$ cat src/int_to_decimal_ascii_core_assert.svh
// Assertion macros for the integer to decimal text core.
`ifndef INT_TO_DECIMAL_ASCII_CORE_ASSERT_SVH
`define INT_TO_DECIMAL_ASCII_CORE_ASSERT_SVH

// Same-cycle implication, sampled on clk, off during rst.
`define ITDA_CHECK_NOW(label, cond, prop) \
  label: assert property (@(posedge clk) disable iff (rst) (cond) |-> (prop)) \
    else $error("check failed: label");

// Next-cycle implication, sampled on clk, off during rst.
`define ITDA_CHECK_NEXT(label, cond, prop) \
  label: assert property (@(posedge clk) disable iff (rst) (cond) |=> (prop)) \
    else $error("check failed: label");

`endif

$ cat src/itda_pkg.sv
// Shared types, constants and the place-value table of the decimal text core.
`timescale 1ns / 1ps

package itda_pkg;

  localparam int VAL_W  = 32;
  localparam int WIDE_W = 36;
  localparam int POS_W  = 4;
  localparam int DIG_W  = 4;
  localparam int CHAR_W = 8;

  localparam logic [POS_W-1:0]  TOP_POS    = 4'd9;
  localparam logic [CHAR_W-1:0] CHAR_ZERO  = 8'h30;
  localparam logic [CHAR_W-1:0] CHAR_MINUS = 8'h2D;

  localparam int Q_DEPTH = 2;
  localparam int Q_AW    = 1;
  localparam int Q_CW    = 2;
  localparam logic [Q_CW-1:0] Q_FULL = Q_CW'(Q_DEPTH);

  typedef struct packed {
    logic             neg;
    logic [VAL_W-1:0] mag;
  } item_t;

  typedef struct packed {
    logic sign_phase;
    logic neg;
  } bk_status_t;

  // 10^pos, widened so that multiples up to nine stay exact
  function automatic logic [WIDE_W-1:0] place_value(logic [POS_W-1:0] pos);
    logic [WIDE_W-1:0] p;
    unique case (pos)
      4'd0:    p = 36'd1;
      4'd1:    p = 36'd10;
      4'd2:    p = 36'd100;
      4'd3:    p = 36'd1000;
      4'd4:    p = 36'd10000;
      4'd5:    p = 36'd100000;
      4'd6:    p = 36'd1000000;
      4'd7:    p = 36'd10000000;
      4'd8:    p = 36'd100000000;
      4'd9:    p = 36'd1000000000;
      default: p = '0;
    endcase
    return p;
  endfunction

endpackage

$ cat src/itda_front.sv
// Front stage: takes a value and splits it into sign and magnitude.
`timescale 1ns / 1ps

module itda_front (
  input  logic                           clk,
  input  logic                           rst,
  input  logic                           in_valid,
  output logic                           in_stall,
  input  logic signed [itda_pkg::VAL_W-1:0] value,
  output logic                           push_valid,
  input  logic                           push_ready,
  output itda_pkg::item_t                push_item
);

  logic            full;
  itda_pkg::item_t item;
  logic            take;

  assign in_stall   = full && !push_ready;
  assign take       = in_valid && !in_stall;
  assign push_valid = full;
  assign push_item  = item;

  always_ff @(posedge clk) begin
    if (rst) begin
      full <= 1'b0;
    end else if (take) begin
      full <= 1'b1;
    end else if (push_ready) begin
      full <= 1'b0;
    end
  end

  // unsigned negation keeps the most negative value exact
  always_ff @(posedge clk) begin
    if (take) begin
      item.neg <= value[itda_pkg::VAL_W-1];
      item.mag <= value[itda_pkg::VAL_W-1] ? (~value + 1'b1) : value;
    end
  end

endmodule

$ cat src/itda_queue.sv
// Short queue between the front and back stages.
`timescale 1ns / 1ps

module itda_queue (
  input  logic                      clk,
  input  logic                      rst,
  input  logic                      push_valid,
  output logic                      push_ready,
  input  itda_pkg::item_t           push_item,
  output logic                      pop_valid,
  input  logic                      pop_ready,
  output itda_pkg::item_t           pop_item,
  output logic [itda_pkg::Q_CW-1:0] count
);

  itda_pkg::item_t                 mem [itda_pkg::Q_DEPTH];
  logic [itda_pkg::Q_AW-1:0]       wr_ptr;
  logic [itda_pkg::Q_AW-1:0]       rd_ptr;
  logic [itda_pkg::Q_CW-1:0]       count_next;
  logic                            push;
  logic                            pop;

  assign push_ready = count != itda_pkg::Q_FULL;
  assign pop_valid  = count != '0;
  assign pop_item   = mem[rd_ptr];
  assign push       = push_valid && push_ready;
  assign pop        = pop_valid && pop_ready;

  always_comb begin
    unique case ({push, pop})
      2'b10:   count_next = count + 1'b1;
      2'b01:   count_next = count - 1'b1;
      default: count_next = count;
    endcase
  end

  always_ff @(posedge clk) begin
    if (rst) begin
      wr_ptr <= '0;
      rd_ptr <= '0;
      count  <= '0;
    end else begin
      if (push) wr_ptr <= wr_ptr + 1'b1;
      if (pop) rd_ptr <= rd_ptr + 1'b1;
      count <= count_next;
    end
  end

  always_ff @(posedge clk) begin
    if (push) mem[wr_ptr] <= push_item;
  end

endmodule

$ cat src/itda_back.sv
// Back stage: one decimal digit per step, most significant first, into an output register.
`timescale 1ns / 1ps

module itda_back (
  input  logic                              clk,
  input  logic                              rst,
  input  logic                              pop_valid,
  output logic                              pop_ready,
  input  itda_pkg::item_t                   pop_item,
  output logic                              out_valid,
  input  logic                              out_stall,
  output logic [itda_pkg::CHAR_W-1:0]       character,
  output logic                              last,
  output itda_pkg::bk_status_t              status
);

  typedef enum logic [2:0] {
    BK_IDLE  = 3'b001,
    BK_SIGN  = 3'b010,
    BK_DIGIT = 3'b100
  } bk_state_t;

  bk_state_t                         state;
  logic                              neg;
  logic [itda_pkg::VAL_W-1:0]        mag;
  logic [itda_pkg::POS_W-1:0]        pos;
  logic                              started;

  logic [itda_pkg::WIDE_W-1:0]       mag_wide;
  logic [itda_pkg::WIDE_W-1:0]       pv;
  logic [itda_pkg::WIDE_W-1:0]       sub;
  logic [itda_pkg::WIDE_W-1:0]       diff;
  logic [itda_pkg::DIG_W-1:0]        dig;
  logic                              out_free;
  logic                              emit;
  logic                              load;

  assign out_free  = !out_valid || !out_stall;
  assign pop_ready = state == BK_IDLE;
  assign mag_wide  = {{(itda_pkg::WIDE_W-itda_pkg::VAL_W){1'b0}}, mag};
  assign pv        = itda_pkg::place_value(pos);

  // nine parallel compares against k * 10^pos; the highest hit is the digit
  always_comb begin
    dig = '0;
    sub = '0;
    for (int k = 1; k <= 9; k++) begin
      if (mag_wide >= pv * itda_pkg::WIDE_W'(k)) begin
        dig = itda_pkg::DIG_W'(k);
        sub = pv * itda_pkg::WIDE_W'(k);
      end
    end
  end

  assign diff = mag_wide - sub;
  // leading zeros are skipped, but the units place always shows
  assign emit = started || (dig != '0) || (pos == '0);
  assign load = out_free && ((state == BK_SIGN) || ((state == BK_DIGIT) && emit));

  always_ff @(posedge clk) begin
    if (rst) begin
      state     <= BK_IDLE;
      out_valid <= 1'b0;
      started   <= 1'b0;
    end else begin
      if (load) begin
        out_valid <= 1'b1;
      end else if (!out_stall) begin
        out_valid <= 1'b0;
      end
      unique case (state)
        BK_IDLE: begin
          if (pop_valid) begin
            neg     <= pop_item.neg;
            mag     <= pop_item.mag;
            pos     <= itda_pkg::TOP_POS;
            started <= 1'b0;
            state   <= pop_item.neg ? BK_SIGN : BK_DIGIT;
          end
        end
        BK_SIGN: begin
          if (out_free) begin
            character <= itda_pkg::CHAR_MINUS;
            last      <= 1'b0;
            state     <= BK_DIGIT;
          end
        end
        BK_DIGIT: begin
          if (!emit || out_free) begin
            mag <= diff[itda_pkg::VAL_W-1:0];
            pos <= pos - 1'b1;
            if (emit) begin
              character <= itda_pkg::CHAR_ZERO + {{(itda_pkg::CHAR_W-itda_pkg::DIG_W){1'b0}}, dig};
              last      <= pos == '0;
              started   <= 1'b1;
            end
            if (pos == '0) state <= BK_IDLE;
          end
        end
        default: state <= BK_IDLE;
      endcase
    end
  end

  assign status.sign_phase = state == BK_SIGN;
  assign status.neg        = neg;

endmodule

$ cat src/int_to_decimal_ascii_core.sv
// Top level: signed 32-bit integer to decimal ASCII characters.
//
//   channel | signals                   | payload
//   input   | in_valid / in_stall       | value (32, signed)
//   output  | out_valid / out_stall     | character (8), last (1)
//
// Per value the back stage takes it from the queue, sends a minus sign when negative,
// then makes ten digit steps (leading zeros use a step each but send nothing). The
// single digit-step unit sets the pace: a new value waits until the last is through.
// Front register and two-entry queue let values gather while the back works.
// rst is synchronous; afterwards queue and output register are empty.
// A stalled output holds its character; the steps that send a character wait for it.
`timescale 1ns / 1ps
`include "int_to_decimal_ascii_core_assert.svh"

module int_to_decimal_ascii_core (
  input  logic                              clk,
  input  logic                              rst,
  input  logic                              in_valid,
  output logic                              in_stall,
  input  logic signed [itda_pkg::VAL_W-1:0] value,
  output logic                              out_valid,
  input  logic                              out_stall,
  output logic [itda_pkg::CHAR_W-1:0]       character,
  output logic                              last
);

  logic                        push_valid;
  logic                        push_ready;
  itda_pkg::item_t             push_item;
  logic                        pop_valid;
  logic                        pop_ready;
  itda_pkg::item_t             pop_item;
  logic [itda_pkg::Q_CW-1:0]   q_count;
  itda_pkg::bk_status_t        bk_status;

  itda_front u_front (
    .clk        (clk),
    .rst        (rst),
    .in_valid   (in_valid),
    .in_stall   (in_stall),
    .value      (value),
    .push_valid (push_valid),
    .push_ready (push_ready),
    .push_item  (push_item)
  );

  itda_queue u_queue (
    .clk        (clk),
    .rst        (rst),
    .push_valid (push_valid),
    .push_ready (push_ready),
    .push_item  (push_item),
    .pop_valid  (pop_valid),
    .pop_ready  (pop_ready),
    .pop_item   (pop_item),
    .count      (q_count)
  );

  itda_back u_back (
    .clk        (clk),
    .rst        (rst),
    .pop_valid  (pop_valid),
    .pop_ready  (pop_ready),
    .pop_item   (pop_item),
    .out_valid  (out_valid),
    .out_stall  (out_stall),
    .character  (character),
    .last       (last),
    .status     (bk_status)
  );

  `ITDA_CHECK_NOW(a_queue_bound, 1'b1, q_count <= itda_pkg::Q_FULL)
  `ITDA_CHECK_NOW(a_sign_not_last, out_valid && character == itda_pkg::CHAR_MINUS, !last)
  `ITDA_CHECK_NOW(a_sign_only_neg, bk_status.sign_phase, bk_status.neg)
  `ITDA_CHECK_NEXT(a_sign_leaves_char, bk_status.sign_phase, out_valid || bk_status.sign_phase)

endmodule

$ cat config.mk
export PLATFORM = sky130hd
export DESIGN_NAME = int_to_decimal_ascii_core
export DESIGN_NICKNAME = d
export VERILOG_FILES = /design/src/itda_pkg.sv /design/src/itda_front.sv /design/src/itda_queue.sv /design/src/itda_back.sv /design/src/int_to_decimal_ascii_core.sv
export VERILOG_INCLUDE_DIRS = /design/src /design/src/src
export SDC_FILE = /design/constraint.sdc
export NUM_CORES = 1
export LEC_CHECK = 0
export BUFFER_PORTS_ARGS = -buffer_cell sky130_fd_sc_hd__buf_2
export CORE_MARGIN = 5
export CORE_UTILIZATION = 25
export CTS_CLUSTER_DIAMETER = 120
export DETAILED_ROUTE_END_ITERATION = 16
export PLACE_DENSITY_LB_ADDON = 0.15
export SLEW_MARGIN = 20
export SYNTH_ARGS = -nofsm -noshare
export SYNTH_HDL_FRONTEND = slang
export SYNTH_SLANG_ARGS = --single-unit
$ cat constraint.sdc
create_clock -name clk -period 8.8 [get_ports clk]
set_input_delay 0 -clock clk [delete_from_list [all_inputs] [get_ports clk]]
set_output_delay 0 -clock clk [all_outputs]
set_load 0.02 [all_outputs]
Word level (Yosys, flattened, before mapping)
Memories as Yosys holds them, arrays and structs flattened. A register that Yosys moved wholly into a read port is not among the register bits.
Index checks and enable logic that the tools add are counted.
- RAM bits: 66
- ROM bits: 480
- memories: 2
- bits of input ports: 36
- register bits after elaboration: 88
- output and inout bits: 11
- logic and storage cells: 132
- memory list (name ; words ; bits a word ; read ports ; clocked after Yosys merged registers in ; wr ports ; line ; text):
    (no name shown) ; 16 ; 30 ; 1 ; 1 ; 0 ; itda_pkg.sv:34 ; unique case (pos)
    u_queue.mem ; 2 ; 33 ; 1 ; 1 ; 1 ; itda_queue.sv:16 ; itda_pkg::item_t mem [itda_pkg::Q_DEPTH];
- add/subtract/negate cells: 8
- equal/unequal tests: 12
- reductions and logical operators: 27
- multiplexer cells: 53
- magnitude comparators: 9
- multipliers: 5
- bitwise operators: 2
- operators with widths (cell ; number):
    two-way mux 32 bit ; 11
    greater-or-equal comparator 32 x 36 -> 1 bit ; 9
    multiplier 36 x 3 -> 36 bit, second input constant ; 2
    one-hot mux 32 bit (2 select lines) ; 1
    multiplier 36 x 2 -> 35 bit, second input constant ; 1
    multiplier 36 x 2 -> 36 bit, second input constant ; 1
    multiplier 36 x 4 -> 36 bit, second input constant ; 1
    adder 32 x 1 -> 32 bit, second input constant ; 1
    NOT 32 bit ; 1
    subtractor 32 bit ; 1
    two-way mux 31 bit ; 1
    two-way mux 3 bit ; 9
    two-way mux 8 bit ; 3
    two-way mux 4 bit ; 5
    one-hot mux 8 bit (2 select lines) ; 1
    two-way mux 1 bit ; 15
    AND reduction 4 bit ; 3
    inequality test 2 x 1 -> 1 bit, second input constant ; 5
    nonzero test 2 bit ; 5
    one-hot mux 3 bit (3 select lines) ; 1
    one-hot mux 4 bit (2 select lines) ; 1
    adder 6 x 4 -> 7 bit, first input constant ; 1
    logical AND 1 bit ; 6
    zero test 1 bit ; 5
    other kinds (18) ; 26

Depth between registers and ports, before layout
Gate-level depths: netlist of run 1.
- depth after elaboration: 18
- depth in mapped cells: 41
- mapped depth without buffers: 39

Hierarchy
From an unflattened synthesis of run 1, not the netlist that was laid out.
- cell total of the unflattened synthesis: 2531
- area total of the unflattened synthesis: 22286.4 um^2
- by module, submodules not included (module ; cells each ; times used ; area an instance (um^2) ; seq. area each (um^2)):
    itda_back ; 2256 ; 1 ; 17875.9 ; 1851.8
    itda_queue ; 127 ; 1 ; 2596.2 ; 2082.0
    itda_front ; 148 ; 1 ; 1814.2 ; 1011.0

Worst setup path before layout of run 1
OpenSTA, ideal clock, no wires.
- path type: register to register
- start: reg u_back.pv[28] (netlist name)
- end: reg u_back.mag[31] in the netlist's numbering (data pin)
- clock period less this slack: 8638 ps
- buffers on the path: 2
- cell stages (with the launch flop): 36
- setup time: 269 ps
- arrival time: 8368 ps
- required time: 8531 ps
- slack: 162 ps
- path through: dfxtp_1 ha_1 ha_1 a21o_1 a21o_1 a21oi_1 nor3b_1 a21oi_1 a21o_1 a41o_1 a31oi_1 nor4b_1 a311oi_1 ha_1 a21o_1 a211o_1 a31oi_1 o2bb2ai_1 a31oi_1 clkbuf_1 clkbuf_1 mux2_2 o221ai_1 a31oi_1 ha_1 a2111oi_0 nand2_1 a311oi_1 o31a_1 o31a_1 o2111ai_1 a31o_2 a21oi_1 xnor2_1 xnor2_1 a21oi_1
- longest elaborated chain between the ends: 13
- elaborated cells on any way between the ends: 26
- classes of those cells: 1 x add/sub; 5 x mul; 9 x order compare; 11 x mux
- RTL lines (item ; line ; text):
    branches (longest 9 deep; another with multiplier 36 x 2 -> 36 bit) ; -- ;
    two-way mux 32 bit (*) ; itda_back.sv:48 ; if (mag_wide >= pv * itda_pkg::WIDE_W'(k)) begin
    subtractor 32 bit (*) ; itda_back.sv:55 ; assign diff = mag_wide - sub;
    two-way mux 32 bit (*) ; itda_back.sv:89 ; if (!emit || out_free) begin
    one-hot mux 32 bit (2 select lines) (*) ; itda_back.sv:71 ; unique case (state)
    to (signal assigned) ; itda_back.sv:75 ; mag <= pop_item.mag;
    to (signal assigned) ; itda_back.sv:90 ; mag <= diff[itda_pkg::VAL_W-1:0];
    to (decl) ; itda_back.sv:25 ; logic [itda_pkg::VAL_W-1:0] mag;
Every way passes the cells marked *. The select of a mux whose other input is x is not followed.
A chain may end at the register's enable or synchronous reset.

Worst setup path in the final report of run 1
- start: reg u_back.pv[5] (netlist name)
- end: reg u_back.mag[31] in the netlist's numbering (data pin)
- longest elaborated chain between the ends: 13
- elaborated cells on any way between the ends: 26
- classes of those cells: 1 x add/sub; 5 x mul; 9 x order compare; 11 x mux
- RTL lines (item ; line):
    branches (longest 9 deep; another with multiplier 36 x 2 -> 36 bit) ; --
    two-way mux 32 bit (*) ; itda_back.sv:48
    subtractor 32 bit (*) ; itda_back.sv:55
    two-way mux 32 bit (*) ; itda_back.sv:89
    one-hot mux 32 bit (2 select lines) (*) ; itda_back.sv:71
Marks and branches as above.

==> out/metrics.cfg, run 1 <==
[routing]
routed_wirelength_mm=94.88
ant_nets=0
num_vias=22393
drtIter0Drc=1721
drt-vias-per-instance=5.249
wire_per_inst_um=22.24
drt-pass1-iter-count=5
drc_errors=0

[placed_design]
post-place-ws_ns=-0.7007
dpl_cell_area_sq_um=27530
portBuffers=43
place_inst=4149
hpwl_mm=76.94
gp_congestion=0.9173

[floorplanning]
die_h_um=309.1
core_sq_um=88650
dieArea_sq_um=95520
num_io_pins=47
die_w_um=309.1
rows=109
start_util=0.2522

[hold_path]
min_path_cells=1
min_to=u_front.push_item[32]
min_path_type=primary input to flip-flop
worstHoldStart=value[31]

[cells_and_area]
instances_no_fill=4266
fin_nets=3584
diodes=0
postLayoutCellArea_sq_um=29810
area_growth_pct=33.33
drive_above_1_share=0.2554
nFillCells=9158

[sta]
layout_setup_ws_ns=0.4101
clock_skew_ns=0.02705
worst_pin_slew_ns=0.9684
setup_tns_ns=0
max_slew_margin=0.3531
finalCritPeriodShare=0.9534
finalMaxSlewViolations=0
rsz0062_at_grt=true
finalHoldViolCount=0
timing.final.crit_period_ns=8.390
fmax_ghz=0.1192
setup_viol=0

[status]
status=finished clean

[grt]
antenna_found_initial=0
overflow=0
grt_pass1_vias=22553
grt_pass1_wl_mm=139.2
grt_usage=0.1928
grt_max_degree=64

[synthesis]
synth_area_per_cell_sq_um=8.834
synth_edf_count=141
netlist_area_sq_um=22360
ys_warn_count=0
synth_ff_type=edfxtp_1
synthArstFlopShare=0
synthDistinctLibCells=92
synth_seq_cells=175
syn_inst=2531
seq_area_frac_synth=0.2198

[setup_path]
start_kind=flip-flop
cpMostUsedCell=buf_4
critPathMaxFanout=13
end_kind=flip-flop
r2r_setup_slack_ns=0.41
arrival_ns=8.61
required_ns=9.02
max_stage_delay_ns=0.39
crit_type=flip-flop to flip-flop
slowest_stage=ha_2
r2r_cells=42
reg2reg_from=u_back.pv[5]
r2r-end=u_back.mag[31]

[clocking]
clock_latency_ns=0.49
cts-root-buf=clkbuf_16
cts_tree=done
clkTransAtPathRegs_ns=0.09
cts_buffers=17
cts.sinks=175
htree_num_levels=4
cts_buffer_depth=2

[job]
max_cap_violations=0

per-stage QoR:
step	util	hold WS (ns)
floorplan	-	0.09887
global placement	0.3106	0.2260
detailed placement	0.3106	0.2323
CTS	0.3265	0.04396
global route	0.3363	0.08056
finish	0.3363	0.06948
worst max path at each step:
stage	startpoint	to	slack [ns]	depth (start not counted)
3_5_place_dp	u_back.pv[1]	u_back.mag[30]	-0.70	42
2_1_floorplan	u_back.pv[28]	u_back.mag[31]	0.16	35
3_3_place_gp	u_back.pv[1]	u_back.mag[30]	-0.76	42
5_1_grt	u_back.pv[2]	u_back.mag[31]	-0.05	41
6_report	u_back.pv[5]	u_back.mag[31]	0.41	42
4_1_cts	u_back.pv[1]	u_back.mag[31]	0.004	42
layout by cell type, fill, tap and decap left out, types with 40 or more instances in the layout:
cell and count:
inv_1 110, a211oi_1 40, xnor2_1 92, ha_1 418, nand3_1 53, xor2_1 47
dlygate4sd3_1 51, buf_4 495, a21oi_1 209, o21ai_0 165, nand4_1 45, buf_2 43
o21a_1 40, edfxtp_1 141, nor3_1 40, nor2_1 136, nand2_1 164, a21o_1 90
state kept, by name, summed over array words and instances (netlist names), named ones only:
signal              cells
u_back.character        5
u_front.push_item      33
u_back.last             1
u_queue.count           2
u_back.state            3
u_queue.mem            66
u_back.started          1
u_back.pv              23
u_back.mag             32
u_queue.rd_ptr          1
u_front.push_valid      1
u_back.pos              4
u_queue.wr_ptr          1
u_back.out_valid        1
cell type report:
class,instances,area [sq um],area share
Clock buffer,19,442.9,0.01486
Clock inverter,13,115.1,0.003861
Inverter,113,424.2,0.01423
Multi-Input combinational cell,2171,17600,0.5902
Sequential cell,175,4940,0.1657
Tap cell,1165,1458,0.04890
Timing Repair Buffer,610,4836,0.1622
synthesized netlist by cell type (12+ instances only):
cell type    n  share of area
dfxtp_1     34          0.030
nand2b_1    37          0.010
nor4_1      18         0.0050
or2_2       12         0.0034
nand2_1    169          0.028
fa_1        29          0.026
and2_1      16         0.0045
o21bai_1    24         0.0081
o31ai_1     22         0.0074
edfxtp_1   141           0.19
a211o_1     21         0.0082
nor2b_1     36          0.010
a21o_1      91          0.031
a31oi_1     25         0.0070
nor3_1      46          0.010
inv_1      112          0.019
nor2_1     143          0.024
nand4_1     45          0.013
a211oi_1    50          0.017
xor2_1      50          0.020
clkbuf_1    48         0.0081
o21a_1      41          0.014
nand3_1     54          0.012
a21oi_1    229          0.051
mux2i_1     37          0.017
or3_1       15         0.0042
a221oi_1    30          0.012
o211ai_1    25         0.0084
o21ai_0    187          0.042
xnor2_1     96          0.038
o22ai_1     13         0.0036
ha_1       431           0.24
cells by family after synthesis:
group / Yosys count / synth area share
AO/OA/AOI/OAI: 872 / 0.2567
XOR/XNOR: 146 / 0.05719
adder cells (fa/ha/maj): 460 / 0.2672
buffers and inverters: 186 / 0.03257
flip-flops: 175 / 0.2198
multiplexers: 47 / 0.02160
other: 2 / 0.0003359
AND/OR/NAND/NOR: 643 / 0.1446
critical path, delay by kind of cell (launching register included):
family / cells / cell delay [ns]
AND/OR/NAND/NOR: 6 / 0.81
AO/OA/AOI/OAI: 21 / 3.81
buffers and inverters: 9 / 1.56
adder cells (fa/ha/maj): 4 / 1.25
XOR/XNOR: 2 / 0.32
flip-flops: 1 / 0.36
metal layers:
| layer | up-vias | wire (um) | GRT usage |
|---|---|---|---|
| li1 | 10796 | - | - |
| met1 | 10847 | 44100 | 0.2680 |
| met2 | 608 | 43110 | 0.3154 |
| met3 | 142 | 4396 | 0.02122 |
| met4 | 0 | 3274 | 0.05974 |
| met5 | - | 0 | 0 |
timing repair:
item	CTS	global route
gates resized for setup	65	142
buffers inserted	6	26
pin swaps	18	90
endpoints found under the hold margin	42	0
hold buffers	51	0
setup endpoints to repair	13	13
gates cloned	1	2
Power of run 1 is left out: the tool's default activity adds up to more than one toggle a clock period on the data nets, which glitch-free logic cannot reach.
==> run 2: changes to the inputs <==
==> constraint.sdc (replaced) <==
create_clock -name clk -period 10.9 [get_ports clk]
set_input_delay 0 -clock clk [delete_from_list [all_inputs] [get_ports clk]]
set_output_delay 0 -clock clk [all_outputs]
set_load 0.02 [all_outputs]
==> run 2 against run 1 <==
Against the previous run:
- non-clock buffer count down 444
- setup slack improved by 0.19 ns
- routed wire length fell by 9.1%
- flip-flop and latch count did not move
- maximum frequency decreased by 19%
- largest cell class unchanged
==> out/metrics.cfg, run 2 (synthesis gave the netlist of run 1 again) <==
[grt]
grt_pass1_wl_mm=127.9  ; -8.1%
antenna_found_initial=2  ; +2
grt_usage=0.1767  ; -0.01603
grt_pass1_vias=20429  ; -9.4%
grt_max_degree=65  ; +1.6%
overflow=0  ; unchanged

[setup_path]
cpMostUsedCell=nand2_1
crit_type=flip-flop to flip-flop
reg2reg_from=u_back.pv[2]
start_kind=flip-flop
r2r_setup_slack_ns=0.60  ; +0.19 ns
arrival_ns=10.50  ; +1.89 ns
slowest_stage=dfxtp_1
required_ns=11.10  ; +2.08 ns
r2r_cells=37  ; -12%
r2r-end=u_back.mag[31]
max_stage_delay_ns=0.52  ; +0.13 ns
critPathMaxFanout=29  ; +16
end_kind=flip-flop

[routing]
ant_nets=0  ; unchanged
wire_per_inst_um=22.57  ; +1.5%
drtIter0Drc=1284  ; -25%
num_vias=20670  ; -7.7%
routed_wirelength_mm=86.27  ; -9.1%
drt-pass1-iter-count=5  ; unchanged
drt-vias-per-instance=5.408  ; +3.0%
drc_errors=0  ; unchanged

[cells_and_area]
drive_above_1_share=0.07904  ; -0.1764
layout_common_cells=ha_1 (431), a21oi_1 (227), o21ai_0 (187)
final_common_cell=ha_1
instances_no_fill=3822  ; -10%
largest_reg_flops=66  ; unchanged
area_growth_pct=13.79
regMostFlops=u_queue.mem
diodes=0  ; unchanged
fin_nets=3140  ; -12%

[clocking]
cts_buffer_depth=2  ; unchanged
clock_latency_ns=0.47  ; -0.02 ns
clkTransAtPathRegs_ns=0.09  ; about the same
htree_num_levels=4  ; unchanged
cts.sinks=175  ; unchanged
cts-root-buf=clkbuf_16
cts_buffers=17  ; unchanged
cts_tree=done

[hold_path]
min_path_cells=1  ; unchanged
min_to=u_front.push_item[32]
worstHoldStart=value[31]
min_path_type=primary input to flip-flop

[sta]
setup_viol=0  ; unchanged
setup_tns_ns=0  ; unchanged
layout_setup_ws_ns=0.6019  ; +0.1918 ns
max_slew_margin=0.3412  ; -0.01188
finalMaxSlewViolations=0  ; unchanged
fmax_ghz=0.09711  ; -19%
rsz0062_at_grt=false
clock_skew_ns=0.01676  ; -0.01029 ns
worst_pin_slew_ns=0.9882  ; +0.01988 ns
finalHoldViolCount=0  ; unchanged
finalCritPeriodShare=0.9448  ; -0.008615
timing.final.crit_period_ns=10.30  ; +1.908 ns

[floorplanning]
core_sq_um=88650  ; unchanged
die_w_um=309.1  ; unchanged
start_util=0.2522  ; unchanged
num_io_pins=47  ; unchanged
die_h_um=309.1  ; unchanged
rows=109  ; unchanged
dieArea_sq_um=95520  ; unchanged

[status]
status=finished clean

[placed_design]
place_inst=3736  ; -10%
gp_congestion=0.9342  ; +1.8%
hpwl_mm=69.87  ; -9.2%
portBuffers=43  ; unchanged
post-place-ws_ns=0.08395  ; +0.7846 ns

[job]
max_cap_violations=0  ; unchanged

==> run 2: layout make-up <==
cell class | count | area (sq um)
clock inverter | 15 | 141.4
fill | 9457 | 63210
sequential | 175 | 4917
tap | 1165 | 1458
inverter | 113 | 424.2
timing repair buffer | 166 | 1291
clock buffer | 17 | 425.4
multi-input combinational | 2171 | 16780
==> run 2: critical path: cells and delay by family (launching register included) <==
kind,cells,cell delay [ns]
flops,1,0.52
mux,1,0.22
xor+xnor,2,0.29
simple gates,8,1.80
compound gates,19,5.23
fa+ha+maj,3,0.91
buf+inv,4,1.06
==> run 2: worst max path at each step <==
stage / to / from / slack [ns]
after detailed placement: u_back.mag[31] / u_back.pv[2] / 0.08
final: u_back.mag[31] / u_back.pv[2] / 0.60
after CTS: u_back.mag[31] / u_back.pv[2] / 0.04
after floorplan: u_back.mag[31] / u_back.pv[28] / 2.26
after global placement: u_back.mag[31] / u_back.pv[2] / 0.15
after global routing: u_back.mag[31] / u_back.pv[2] / 0.09
==> run 2: repair_timing <==
item | 4_1_cts | 5_1_grt
gates resized for setup | 0 | 1
setup endpoints to repair | 0 | 4
buffers inserted | 0 | 3
endpoints found under the hold margin | 42 | 0
hold buffers | 51 | 0
==> run 2: per-stage QoR <==
stage                     cell area (sq um)  hold WS, ns  utilization
after detailed placement              24340       0.2239       0.2746
after floorplan                       22360      0.09887            -
after CTS                             25420      0.04601       0.2867
final                                 25440      0.08015       0.2870
after global routing                  25440      0.08595       0.2870
after global placement                24340       0.2067       0.2746
==> run 2: routing by layer <==
layer / track usage / part of all wire
met2: 0.2859 / 0.45
met3: 0.01760 / 0.049
met1: 0.2539 / 0.48
met5: 0 / 0
met4: 0.04384 / 0.022
Power of run 2 is left out for the same reason.
==> run 3: changes to the inputs <==
--- a/config.mk
+++ b/config.mk
@@ -8,7 +8,7 @@
 export LEC_CHECK = 0
 export BUFFER_PORTS_ARGS = -buffer_cell sky130_fd_sc_hd__buf_2
 export CORE_MARGIN = 5
-export CORE_UTILIZATION = 25
+export CORE_UTILIZATION = 63
 export CTS_CLUSTER_DIAMETER = 120
 export DETAILED_ROUTE_END_ITERATION = 16
 export PLACE_DENSITY_LB_ADDON = 0.15
==> run 3 against run 2 <==
Against the previous run:
- design area shrank 3.6%
- clock-buffer cell count unchanged
- setup slack got worse by 0.023 ns
- non-clock buffer count fell by 8
- maximum frequency fell by 0.22%
- sequential share of layout area grew 0.72 points
- global-route usage rose by 23 points
==> out/metrics.cfg, run 3 (synthesis gave the netlist of run 1 again) <==
[status]
status=finished clean

[sta]
finalMaxSlewViolations=0  ; unchanged
finalCritPeriodShare=0.9469  ; +0.002075
worst_pin_slew_ns=1.124  ; +0.1355 ns
fmax_ghz=0.09689  ; -0.22%
setup_viol=0  ; unchanged
layout_setup_ws_ns=0.5793  ; -0.02262 ns
clock_skew_ns=0.02297  ; +0.006208 ns
timing.final.crit_period_ns=10.32  ; +0.02262 ns
rsz0062_at_grt=false
setup_tns_ns=0  ; unchanged
max_slew_margin=0.2411  ; -0.1001
finalHoldViolCount=0  ; unchanged

[setup_path]
crit_buf_inv=2  ; -2
critPathMaxFanout=27  ; -6.9%
reg2reg_from=u_back.pv[2]
end_kind=flip-flop
path_depth=39  ; +5.4%
start_kind=flip-flop
slowest_stage=dfxtp_1
r2r_cells=39  ; +5.4%
r2r_setup_slack_ns=0.58  ; -0.02 ns
max_stage_delay_ns=0.73  ; +0.21 ns
required_ns=11.12  ; +0.02 ns
crit_type=flip-flop to flip-flop
crit_family=compound AO/OA/AOI/OAI gates
startpoint=u_back.pv[2]
r2r-end=u_back.mag[30]
arrival_ns=10.54  ; +0.04 ns

[cells_and_area]
final_common_cell=ha_1
layout_common_cells=ha_1 (431), a21oi_1 (228), o21ai_0 (187)
regMostFlops=u_queue.mem
drive_above_1_share=0.07814  ; -0.0008938
area_growth_pct=9.687
fin_nets=3132  ; -0.25%
largest_reg_flops=66  ; unchanged
fin_util=0.6946  ; +0.4076
instances_no_fill=3111  ; -19%

[floorplanning]
num_io_pins=47  ; unchanged
die_h_um=198.4  ; -36%
start_util=0.6332  ; +0.3810
core_sq_um=35310  ; -60%
dieArea_sq_um=39360  ; -59%
die_w_um=198.4  ; -36%
rows=69  ; -37%

[grt]
grt_pass1_wl_mm=122.5  ; -4.2%
antenna_found_initial=2  ; unchanged
grt_pass1_vias=21567  ; +5.6%
grt_max_degree=65  ; unchanged
overflow=0  ; unchanged
grt_usage=0.4033  ; +0.2266

[placed_design]
place_inst=3036  ; -19%
post-place-ws_ns=1.117  ; +1.033 ns
gp_congestion=1.060  ; +13%
hpwl_mm=60.66  ; -13%
portBuffers=43  ; unchanged

[hold_path]
min_path_type=primary input to flip-flop
min_path_cells=1  ; unchanged
min_to=u_front.push_item[32]
worstHoldStart=value[31]

[clocking]
clkTransAtPathRegs_ns=0.09  ; about the same
clock_latency_ns=0.47  ; about the same
cts_buffer_depth=2  ; unchanged
cts-root-buf=clkbuf_16
cts_buffers=17  ; unchanged
cts.sinks=175  ; unchanged
cts_tree=done
cts_setup_buffers=0  ; unchanged
htree_num_levels=4  ; unchanged
cts_resized=0  ; unchanged
ctsHoldBuffers=42  ; -18%

[routing]
num_vias=21809  ; +5.5%
drc_errors=0  ; unchanged
ant_nets=0  ; unchanged
drt-vias-per-instance=7.010  ; +30%
drtIter0Drc=2423  ; +89%
wire_per_inst_um=25.81  ; +14%
drt-pass1-iter-count=8  ; +3
routed_wirelength_mm=80.28  ; -6.9%

[job]
max_cap_violations=0  ; unchanged

==> run 3: cell count changes in the layout (fill, tap and decap cells not counted), moves of 2 or more <==
cell / change
inv_6: +2
dlygate4sd3_1: -9
clkinv_8: +6
inv_8: -4
clkinvlp_4: -3
==> run 3: worst max-delay path by stage <==
stage                endpoint
5_1_grt        u_back.mag[30]
6_report       u_back.mag[30]
3_5_place_dp   u_back.mag[31]
3_3_place_gp   u_back.mag[31]
2_1_floorplan  u_back.mag[31]
4_1_cts        u_back.mag[31]
==> run 3: final cells by class <==
class / count / area, sq um
diodes: 1 / 2.502
clock buffers: 17 / 425.4
clock inverters: 15 / 191.4
fillers: 2723 / 10790
inverters: 113 / 424.2
multi-input cells: 2171 / 16770
flip-flops and latches: 175 / 4916
well taps: 461 / 576.8
repair buffers: 158 / 1221
==> run 3: worst register-to-register path, delay by kind of cell (launching register included) <==
family                     cells  cell delay (ns)
adders and majority gates      6             1.92
xor gates and xnor gates       2             0.28
buffers and inverters          2             0.61
and+or+nand+nor                6             0.94
AOI/OAI and AO/OA             23             5.57
DFF                            1             0.73
==> run 3: through the flow <==
step / instance area, sq um / hold slack [ns]
3_5_place_dp: 23480 / 0.2262
5_1_grt: 24520 / 0.1039
2_1_floorplan: 22360 / 0.09887
3_3_place_gp: 23480 / 0.2210
4_1_cts: 24520 / 0.06946
6_report: 24520 / 0.09153
==> run 3: per-layer routing <==
metal,up-vias,part of all wire,global-route usage
li1,9924,-,-
met1,10377,0.39,0.5159
met2,1219,0.44,0.6330
met3,287,0.11,0.1055
met4,2,0.061,0.2048
met5,-,0.00021,0
Power of run 3 is left out for the same reason.
